**src/sbei_pkg.sv**
```systemverilog
// sbei_pkg: shared types and constants for the segment versus box edge test
// holds edge indexes, the per-edge check flags and the result beat width
// no dependencies
`default_nettype none

package sbei_pkg;

    // box edges, one check each
    localparam int NUM_EDGES   = 4;
    localparam int EDGE_BOTTOM = 0;
    localparam int EDGE_LEFT   = 1;
    localparam int EDGE_RIGHT  = 2;
    localparam int EDGE_TOP    = 3;

    // result beat holds hit in bit 0, padded to one byte
    localparam int OUT_TDATA_W = 8;

    // segment parameter checks for one edge
    typedef struct packed {
        logic t_ok;   // segment parameter within [0,1]
        logic u_ok;   // edge parameter within [0,1]
    } edge_flags_t;

    typedef logic [NUM_EDGES-1:0] edge_mask_t;

endpackage

`default_nettype wire

```
**src/sbei_edge_check.sv**
```systemverilog
// sbei_edge_check: inclusive [0,1] range tests of both edge parameters
// checks num/den within [0,1] by sign and magnitude, no division
// depends on sbei_pkg
`default_nettype none

module sbei_edge_check #(
    parameter int TW = 18,
    parameter int UW = 36
) (
    input  wire logic signed [TW-1:0] t_num,
    input  wire logic signed [TW-1:0] t_den,
    input  wire logic signed [UW-1:0] u_num,
    input  wire logic signed [UW-1:0] u_den,
    output sbei_pkg::edge_flags_t     flags
);

    logic t_pos;
    logic t_neg;
    logic u_pos;
    logic u_neg;

    // positive denominator: 0 <= num <= den
    // negative denominator: den <= num <= 0; zero denominator never passes
    always_comb
    begin
        t_pos = (t_den > $signed({TW{1'b0}})) && (t_num >= $signed({TW{1'b0}}))
                && (t_num <= t_den);
        t_neg = (t_den < $signed({TW{1'b0}})) && (t_num <= $signed({TW{1'b0}}))
                && (t_num >= t_den);
        u_pos = (u_den > $signed({UW{1'b0}})) && (u_num >= $signed({UW{1'b0}}))
                && (u_num <= u_den);
        u_neg = (u_den < $signed({UW{1'b0}})) && (u_num <= $signed({UW{1'b0}}))
                && (u_num >= u_den);
        flags.t_ok = t_pos || t_neg;
        flags.u_ok = u_pos || u_neg;
    end

endmodule

`default_nettype wire

```
**config.mk**
```make
export PLATFORM = sky130hd
export DESIGN_NAME = sbei_edge_check
export DESIGN_NICKNAME = d
export VERILOG_FILES = /design/src/sbei_pkg.sv /design/src/sbei_edge_check.sv
export SDC_FILE = /design/constraint.sdc
export NUM_CORES = 1
export LEC_CHECK = 0
export BUFFER_PORTS_ARGS = -buffer_cell sky130_fd_sc_hd__buf_2
export CAP_MARGIN = 15
export CORE_AREA = 2 2 65 67
export DETAILED_ROUTE_END_ITERATION = 12
export DIE_AREA = 0 0 67 69
export PLACE_DENSITY = 0.84
export SYNTH_ARGS = -nofsm -noshare
export SYNTH_HDL_FRONTEND = slang
export SYNTH_SLANG_ARGS = --single-unit
```
**constraint.sdc**
```tcl
create_clock -name vclk -period 4.8
set_input_delay 0.96 -clock vclk [all_inputs]
set_output_delay 0.96 -clock vclk [all_outputs]
set_load 0.02 [all_outputs]
```
# == After elaboration in Yosys (flattened, before gate mapping) ==
# Cells that the tools add are included.
# totals
input_bits,108
register_bits,0
# op_classes
n_reduce_logical,10
magnitude_cmp,12
# ops
op,count
36-bit by 1-bit >= comparator with 1-bit output (second input constant),1
36-bit >= comparator,1
36-bit by 1-bit greater-than comparator with 1-bit output (second input constant),1
36-bit by 1-bit <= comparator with 1-bit output (second input constant),1
36-bit <= comparator,1
36-bit by 1-bit less-than comparator with 1-bit output (second input constant),1
18-bit by 1-bit >= comparator with 1-bit output (second input constant),1
18-bit >= comparator,1
18-bit by 1-bit greater-than comparator with 1-bit output (second input constant),1
18-bit by 1-bit <= comparator with 1-bit output (second input constant),1
18-bit <= comparator,1
18-bit by 1-bit less-than comparator with 1-bit output (second input constant),1
1-bit logical AND,8
1-bit logical OR,2

# == Longest topological paths before layout ==
# Gate-level depths: netlist (run 1).
# logic_depth
word_depth,4
depth_mapped,8
mapped_depth_nobuf,8

# == Worst setup path after synthesis (run 1) ==
# Ideal clock, no wire load.
# synth_path
path_type,input -> output
startpoint,input port t_den[12]
endpoint,output port flags[1] in the netlist's numbering
stages,8
arrival_time_ns,3.011
t_required_ns,3.840
path_buffers,0
slack_ns,0.829
path_cell_list,inv_1 > ha_1 > a21oi_1 > nand2_1 > a2111o_1 > o32a_1 > o221a_1 > nor4b_2
# synth_lines
element,line_no,text
start: declaration,sbei_edge_check.sv:11,"input wire logic signed [TW-1:0] t_den,"
end: declaration,sbei_edge_check.sv:14,output sbei_pkg::edge_flags_t flags

==> reports/qor.csv, run 1 <==
metric,value,unit
Max-slew headroom,61.17,%
drt total wl,5.157,mm
unrepaired setup endpoints after global routing,no,
Least-Margin Pin Slew,0.5749,ns
Seq. cell area,0,um2
vias in the first global route,2165,
critical path class,in2out,
final net count,520,
full die area,4623,um2
Final min period,4.086,ns
# rows,23,
I/O Buffers,110,
setup bufs post-CTS,0,
Starting Density,43.19,%
Max Cap Viol,0,
io pins,110,
post-CTS sizing,0,
period utilization,85.13,%
gp weighted congestion,0.8597,
cell taking the most area after synthesis,ha_1,
GRT Util Overall,22.59,%
critical path arrival,3.13,ns
Vias,2146,
Avg Synthesized Cell Area,6.871,um2
total chip power,0.1805,mW
share of layout cells above drive strength 1,31.46,%
most common cell in the netlist,inv_1,
DRC,0,
status,"finished, final reports clean",
largest net degree at the start of global routing,5,
Min-Delay Path Class,in2out,
Die X,67,um
CP max FO,3,
Pre-Repair DR Iteration Count,5,
diodes inserted,0,
dpl cells,406,
Final ANT Viol Nets,0,
Synth cell types,33,
share of the synthesized area in the top cell type,39.97,%
final hold violation count,0,
P per Cell Area,78.36,nW/um2
hold-fix buffer count after cts,0,
clock buffers,0,
Core Footprint,3914,um2
global route overflow,0,
WP data required,3.84,ns
VDD IR max,0.03634,mV
Syn Inst Count,246,
FF+latch count,0,
Post-DP HPWL,4.841,mm
CP startpoint kind,input port,
Commonest cells post-synth,"58 x inv_1, 54 x ha_1, 21 x a21oi_1",
Ys Warns,0,
Synthesized Nets,408,
sequential-to-total area share from yosys stat,0,%
Setup Viol. Count Final,0,
highest clock rate,244.7,MHz
setup TNS,0,ns
P&R area growth vs syn,36.27,%
antenna violations before repair,0,
CP endpoint kind,output pin,
P_leak,1.358,nW
main area contributors after synthesis,"ha_1 40%, inv_1 13%, nor4_1 7.0%, a21oi_1 6.2%, nand4_1 4.1%",
WL per Instance,12.70,um
number of DRC markers in iteration 0,89,
first-pass GRT wire length,8.680,mm
vias per std cell,5.286,
Die Y,69,um
hold slack,2.365,ns
Synth Cell Area,1690,um2
Finished Layout Cells,406,
fin. max-slew vios,0,
==> cells in the final DEF (no fill, tap or decap), types with 4 or more instances in the layout <==
| cell type | synthesis | final |
|---|---|---|
| buf_2 | 0 | 110 |
| inv_1 | 58 | 58 |
| ha_1 | 54 | 54 |
| a21oi_1 | 21 | 21 |
| nor4_1 | 19 | 19 |
| nand2_1 | 16 | 16 |
| nand4_1 | 11 | 11 |
| nand3_1 | 9 | 9 |
| nor2_1 | 8 | 8 |
| o21ai_0 | 7 | 7 |
| nor3_1 | 7 | 7 |
| or4_1 | 4 | 4 |
==> logic make-up (layout without fill, tap and decap cells) <==
group | Yosys count | after routing | synth area share [%]
and+or+nand+nor | 84 | 84 | 27.98
buffers and inverters | 58 | 168 | 12.88
adders and majority gates | 54 | 54 | 39.97
AOI/OAI and AO/OA | 48 | 48 | 18.06
xor gates and xnor gates | 1 | 1 | 0.5182
muxes | 1 | 1 | 0.5922
==> critical path, cell delays in order <==
cell      delay, ns
buf_2          0.11
ha_1           0.31
a21oi_1        0.16
nand2_1        0.07
a2111o_1       0.39
o32a_1         0.39
o221a_1        0.26
nor4b_2        0.26
buf_2          0.20
==> where the power goes <==
group	leakage (nW)	switching, mW	internal (mW)	total [mW]
logic	1.36	0.0936	0.0869	0.180
clock network	0	0	0	0
registers	0	0	0	0
==> stage by stage <==
step | cell area (um2) | setup slack, ns | utilization, %
2_1_floorplan | 1690 | 0.8294 | -
3_3_place_gp | 2303 | 0.7553 | 58.86
3_5_place_dp | 2303 | 0.6995 | 58.86
4_1_cts | 2303 | 0.7036 | 58.86
5_1_grt | 2303 | 0.5733 | 58.86
6_report | 2303 | 0.7137 | 58.86
==> metal layers <==
metal / global-route usage, % / wire length [um] / share of wire, % / vias to the layer above
li1: - / - / - / 1135
met1: 28.05 / 2294 / 44 / 941
met2: 42.35 / 2517 / 49 / 66
met3: 1.958 / 318 / 6.2 / 4
met4: 2.041 / 27 / 0.52 / 0
met5: 0 / 0 / 0 / -
==> path summary, 6_finish.rpt <==
| kind | end | depth (start not counted) | from |
|---|---|---|---|
| hold / removal | flags[0] | 5 | u_num[35] |
| setup / recovery | flags[1] | 9 | t_num[12] |
==> cell type report <==
| cell class | instances | area (um2) |
|---|---|---|
| inverter | 58 | 217.7 |
| tap | 50 | 62.56 |
| multi-input combinational | 188 | 1473 |
| timing repair buffer | 110 | 550.5 |
| fill | 388 | 1610 |
No activity file was read; power rests on OpenSTA's default activity.
==> run 2: changes to the inputs <==
--- a/config.mk
+++ b/config.mk
@@ -5,12 +5,13 @@
 export SDC_FILE = /design/constraint.sdc
 export NUM_CORES = 1
 export LEC_CHECK = 0
+export ABC_AREA = 1
 export BUFFER_PORTS_ARGS = -buffer_cell sky130_fd_sc_hd__buf_2
 export CAP_MARGIN = 15
-export CORE_AREA = 2 2 65 67
+export CORE_AREA = 2 2 68 70
 export DETAILED_ROUTE_END_ITERATION = 12
-export DIE_AREA = 0 0 67 69
-export PLACE_DENSITY = 0.84
+export DIE_AREA = 0 0 70 72
+export PLACE_DENSITY = 0.83
 export SYNTH_ARGS = -nofsm -noshare
 export SYNTH_HDL_FRONTEND = slang
 export SYNTH_SLANG_ARGS = --single-unit
==> run 2 against run 1 <==
  * Power rose by 7.3%
  * First-iteration DRC count decreased by 2.2%
  * Global-route usage decreased by 1.8 points
  * Setup slack improved by 0.56 ns
  * Synthesized cell count rose by 31%
  * Sequential cell count unchanged
  * Cell count increased by 19%
  * Wire length up 1.6%
  * Count of clock-buffer cells in the layout stayed put
  * Hold slack got worse by 0.057 ns
  * Via count is 12% higher
  * Fmax rose by 16%
==> reports/qor.csv, run 2 <==
metric,value,unit,change
status,"finished, final reports clean",,
critical path arrival,2.57,ns,-0.56 ns
met1 usage,26.82,%,-1.2 points
fin. max-slew vios,0,,unchanged
largest net degree at the start of global routing,7,,+2
Critical Path Sink,flags[0],,
vias in the first global route,2311,,+6.7%
Finished Layout Cells,485,,+19%
GRT Util Overall,20.76,%,-1.8 points
Ys Warns,0,,unchanged
drt total wl,5.237,mm,+1.6%
CP startpoint kind,input port,,
Vias,2393,,+12%
Max-slew headroom,68.25,%,+7.1 points
diodes inserted,0,,unchanged
full die area,5040,um2,+9.0%
main area contributors after synthesis,"ha_1 36%, nand2_1 15%, inv_1 14%, nor4_1 7.3%, a21oi_1 6.1%",,
critical path class,in2out,,
VDD IR max,0.03304,mV,-9.1%
CP max FO,6,,+3
Synth cell types,25,,-24%
clock buffers,0,,unchanged
hold-fix buffer count after cts,0,,unchanged
Post-DP HPWL,4.898,mm,+1.2%
sequential-to-total area share from yosys stat,0,%,unchanged
Setup Slack @ Placement,1.275,ns,+0.5759 ns
FF+latch count,0,,unchanged
met2 Use GR,38.20,%,-4.2 points
share of layout cells above drive strength 1,28.64,%,-2.8 points
area of the multi-input gates,1599,um2,+8.6%
Setup Viol. Count Final,0,,unchanged
P&R area growth vs syn,32.60,%,
number of DRC markers in iteration 0,87,,-2.2%
most common cell in the netlist,nand2_1,,
Min-Delay Path Class,in2out,,
"commonest non-fill, non-tap cell in the layout",buf_2,,
post-CTS sizing,0,,unchanged
Commonest cells post-synth,"75 x nand2_1, 72 x inv_1, 54 x ha_1",,
global route overflow,0,,unchanged
Die Y,72,um,+4.3%
Least-Margin Pin Slew,0.4718,ns,-0.1030 ns
Critical path origin,u_den[35],,
Synth Cell Area,1888,um2,+12%
WP data required,3.84,ns,about the same
DRC,0,,unchanged
final setup margin,1.272,ns,+0.5586 ns
met3 usage,2.500,%,+0.54 points
P per Cell Area,77.33,nW/um2,-1.3%
fillers,421,,+8.5%
final net count,597,,+15%
Final ANT Viol Nets,0,,unchanged
setup bufs post-CTS,0,,unchanged
Max Cap Viol,0,,unchanged
Syn Inst Count,323,,+31%
dpl cells,485,,+19%
period utilization,73.49,%,-12 points
unrepaired setup endpoints after global routing,no,,
P_leak,1.583,nW,+17%
io pins,110,,unchanged
post-route core utilization,58.71,%,-0.14 points
Starting Density,44.28,%,+1.1 points
CP endpoint kind,output pin,,
Avg Synthesized Cell Area,5.845,um2,-15%
gp weighted congestion,0.8661,,+0.74%
antenna violations before repair,0,,unchanged
WL per Instance,10.80,um,-15%
share of the synthesized area in the top cell type,35.79,%,-4.2 points
Synthesized Nets,485,,+19%
cell taking the most area after synthesis,ha_1,,
Pre-Repair DR Iteration Count,4,,-1
Most Crowded Layer GR,met2,,
final hold violation count,0,,unchanged
"commonest non-fill, non-tap cells in the layout","110 x buf_2, 75 x nand2_1, 72 x inv_1",,
Core Footprint,4264,um2,+9.0%
Die X,70,um,+4.5%
highest clock rate,283.5,MHz,+16%
vias per std cell,4.934,,-6.7%
I/O Buffers,110,,unchanged
Seq. cell area,0,um2,unchanged
setup TNS,0,ns,unchanged
Final min period,3.528,ns,-0.5586 ns
first-pass GRT wire length,9.080,mm,+4.6%
# rows,24,,+4.3%
==> run 2: changes by cell type after synthesis, moves of 4 or more <==
cell and delta:
nor2_2 +4, nor2_1 +16, inv_1 +14, or4_1 -4, nand2_1 +59, inv_2 +4
o21ai_0 -5
==> run 2: cells by family (layout without fill, tap and decap cells) <==
logic type / Yosys count / count (layout) / share of synthesized area [%]
AND/OR/NAND/NOR: 158 / 158 / 39.03
buffers and inverters: 77 / 187 / 15.31
adder cells (fa/ha/maj): 54 / 54 / 35.79
AO/OA/AOI/OAI: 34 / 34 / 9.875
==> run 2: stage by stage <==
step / area, um2 / power, mW / hold WS (ns)
3_5_place_dp: 2504 / 0.1931 / 2.301
3_3_place_gp: 2504 / 0.1868 / 2.303
4_1_cts: 2504 / 0.1945 / 2.303
5_1_grt: 2504 / 0.2271 / 2.368
6_report: 2504 / 0.1936 / 2.308
2_1_floorplan: 1888 / 0.1106 / 2.122
==> run 2: critical path, stage by stage <==
cell and delay (ns):
buf_2 0.08, inv_1 0.04, ha_1 0.34, nand2_2 0.09, nor2_4 0.18, nand4_1 0.16
nor2_1 0.12, nand2_1 0.11, nand3_2 0.07, nand2_1 0.06, nand2_1 0.06, nand2_1 0.04
nand2_1 0.05, nand2_1 0.05, buf_2 0.15
==> run 2: how the worst min path moves through the flow <==
stage              start       end  slack (ns)  depth (start not counted)
5_1_grt        u_den[35]  flags[0]        2.37                          5
3_3_place_gp   u_den[35]  flags[0]        2.30                          5
6_report       u_den[35]  flags[0]        2.31                          5
3_5_place_dp   u_den[35]  flags[0]        2.30                          5
2_1_floorplan  u_num[35]  flags[0]        2.12                          3
4_1_cts        u_den[35]  flags[0]        2.30                          5
==> run 2: cell type report <==
cell class                 instances  area share, %
inverter                          77          11.54
timing repair buffer             110          21.99
tap                               52          2.599
multi-input combinational        246          63.87
==> run 2: report_power, final <==
group	switching, mW	internal, mW
sequential	0	0
combinational	0.106	0.0879
clock	0	0
total	0.106	0.0879
==> run 2: routing by layer <==
layer	vias up	share of wire (%)
li1	1297	-
met1	1029	47
met2	63	47
met3	4	5.6
met4	0	0.48
met5	-	0
==> run 3: changes to the inputs <==
--- a/config.mk
+++ b/config.mk
@@ -5,13 +5,13 @@
 export SDC_FILE = /design/constraint.sdc
 export NUM_CORES = 1
 export LEC_CHECK = 0
-export ABC_AREA = 1
+export ABC_AREA = 0
 export BUFFER_PORTS_ARGS = -buffer_cell sky130_fd_sc_hd__buf_2
 export CAP_MARGIN = 15
 export CORE_AREA = 2 2 68 70
 export DETAILED_ROUTE_END_ITERATION = 12
 export DIE_AREA = 0 0 70 72
-export PLACE_DENSITY = 0.83
+export PLACE_DENSITY = 0.81
 export SYNTH_ARGS = -nofsm -noshare
 export SYNTH_HDL_FRONTEND = slang
 export SYNTH_SLANG_ARGS = --single-unit
==> constraint.sdc (replaced) <==
create_clock -name vclk -period 3.2
set_input_delay 0.64 -clock vclk [all_inputs]
set_output_delay 0.64 -clock vclk [all_outputs]
set_load 0.02 [all_outputs]
==> run 3 against run 2 <==
  * The run now ends with setup timing left
  * Wire length increased by 22%
  * Utilization rose by 6.5 points
  * Sequential share of layout area did not move
  * Critical endpoint is now flags[1]
  * Power rose by 88%
==> reports/qor.csv, run 3 (synthesis gave the netlist of run 1 again) <==
metric,value,unit,change
critical path arrival,2.67,ns,+0.10 ns
Final min period,3.313,ns,
antenna violations before repair,0,,unchanged
DRC,0,,unchanged
Max-slew headroom,65.51,%,-2.7 points
Die X,70,um,unchanged
P_leak,1.502,nW,-5.1%
GRT Util Overall,23.13,%,+2.4 points
Hold Path Depth,5,,unchanged
share of layout cells above drive strength 1,46.03,%,+17 points
Min-Delay Path Class,in2out,,
sw power,0.1801,mW,+70%
# rows,24,,unchanged
Setup Viol. Count Final,2,,+2
Comb power frac,100.0,%,about the same
full die area,5040,um2,unchanged
dpl cells,422,,-13%
"commonest non-fill, non-tap cells in the layout","105 x buf_2, 50 x inv_1, 39 x ha_1",,
largest net degree at the start of global routing,4,,-3
Vias,2369,,-1.0%
Core Footprint,4264,um2,unchanged
VDD IR max,0.06195,mV,+88%
CP max FO,3,,-3
highest clock rate,301.8,MHz,
post-route cell area,2779,um2,+11%
final setup margin,-0.1132,ns,-1.385 ns
WP data required,2.56,ns,-1.28 ns
final net count,542,,-9.2%
Post-DP HPWL,5.123,mm,+4.6%
sequential power share,0,%,unchanged
Die Y,72,um,unchanged
Seq. cell area,0,um2,unchanged
P per Cell Area,130.8,nW/um2,+69%
final hold violation count,0,,unchanged
I/O Buffers,110,,unchanged
CP endpoint kind,output pin,,
FF+latch count,0,,unchanged
Switching Share,49.54,%,-5.1 points
Least-Margin Pin Slew,0.5106,ns,+0.03880 ns
critical path class,in2out,,
Placed Area,2432,um2,-2.8%
Starting Density,39.64,%,-4.6 points
first-pass GRT wire length,9.839,mm,+8.4%
global route overflow,0,,unchanged
vias in the first global route,2399,,+3.8%
"commonest non-fill, non-tap cell in the layout",buf_2,,
violated checks,setup timing,,
status,"complete, but fails checks",,
WL per Instance,14.89,um,+38%
Max Cap Viol,0,,unchanged
hold-critical path endpoint,flags[0],,
vias per std cell,5.509,,+12%
Final ANT Viol Nets,0,,unchanged
fin. max-slew vios,0,,unchanged
P&R area growth vs syn,64.40,%,
io pins,110,,unchanged
Internal,0.1834,mW,+110%
unrepaired setup endpoints after global routing,yes,,
gp weighted congestion,0.8851,,+2.2%
CP startpoint kind,input port,,
clock buffers,0,,unchanged
clock network fraction of design power,0,%,unchanged
hold-fix buffer count after cts,0,,unchanged
Finished Layout Cells,430,,-11%
worst hold start,u_num[35],,
period utilization,103.5,%,
Pre-Repair DR Iteration Count,4,,unchanged
diodes inserted,0,,unchanged
drt total wl,6.404,mm,+22%
number of DRC markers in iteration 0,107,,+23%
run 3: cell count changes in the layout (fill, tap and decap cells not counted), sizes merged, moves of 4 or more:
| cell | delta |
|---|---|
| buf | +22 |
| inv | -18 |
| nor2 | -21 |
| nand3 | -5 |
| or4 | +4 |
| nand2 | -61 |
run 3: area by class of cell:
class / instances / area [um2]
tap: 52 / 65.06
fill: 345 / 1485
multi-input combinational: 188 / 1744
inverter: 58 / 222.7
timing repair buffer: 132 / 747.0
run 3: through the flow:
stage | worst slack, ns | total power [mW] | TNS (ns) | utilization [%] | hold slack, ns
2_1_floorplan | 0.01578 | 0.1483 | 0 | - | 1.492
3_3_place_gp | -0.1767 | 0.2780 | -0.2416 | 57.04 | 1.738
3_5_place_dp | -0.2430 | 0.2901 | -0.3903 | 57.04 | 1.748
4_1_cts | -0.04629 | 0.3293 | -0.04629 | 62.12 | 1.785
5_1_grt | -0.1731 | 0.4009 | -0.3296 | 65.17 | 1.809
6_report | -0.1132 | 0.3636 | -0.1838 | 65.17 | 1.788
run 3: power groups by stage:
stage	Clock [mW]	Combinational [mW]	Sequential, mW
after floorplan	0	0.148	0
after global placement	0	0.278	0
after detailed placement	0	0.290	0
after CTS	0	0.329	0
after global routing	0	0.401	0
final	0	0.364	0
run 3: worst max-delay path, stage by stage:
cell and delay, ns:
buf_8 0.10, inv_4 0.05, ha_4 0.20, a21oi_2 0.15, nor2_1 0.07, a2111o_1 0.40
o32a_1 0.40, o221a_1 0.28, nor4b_4 0.21, buf_4 0.18
run 3: per-layer routing:
| metal | global-route usage [%] | wire length, um |
|---|---|---|
| met3 | 3.194 | 374 |
| met1 | 25.65 | 2571 |
| met2 | 46.56 | 3348 |
| met5 | 0 | 0 |
| met4 | 4.915 | 109 |
run 3: timing repair:
action                                 4_1_cts  5_1_grt
resized for setup                           32       20
endpoints found under the hold margin        0        0
setup endpoints to repair                    2        2
pin swaps                                   24       16
setup buffers                                4        4
run 3: worst max path at each step:
stage / start / end / depth (start not counted) / slack [ns]
2_1_floorplan: t_den[15] / flags[1] / 8 / 0.02
3_3_place_gp: t_num[4] / flags[1] / 9 / -0.18
6_report: t_den[15] / flags[1] / 10 / -0.11
3_5_place_dp: t_den[15] / flags[1] / 10 / -0.24
4_1_cts: t_den[15] / flags[1] / 10 / -0.05
5_1_grt: t_den[12] / flags[1] / 10 / -0.17
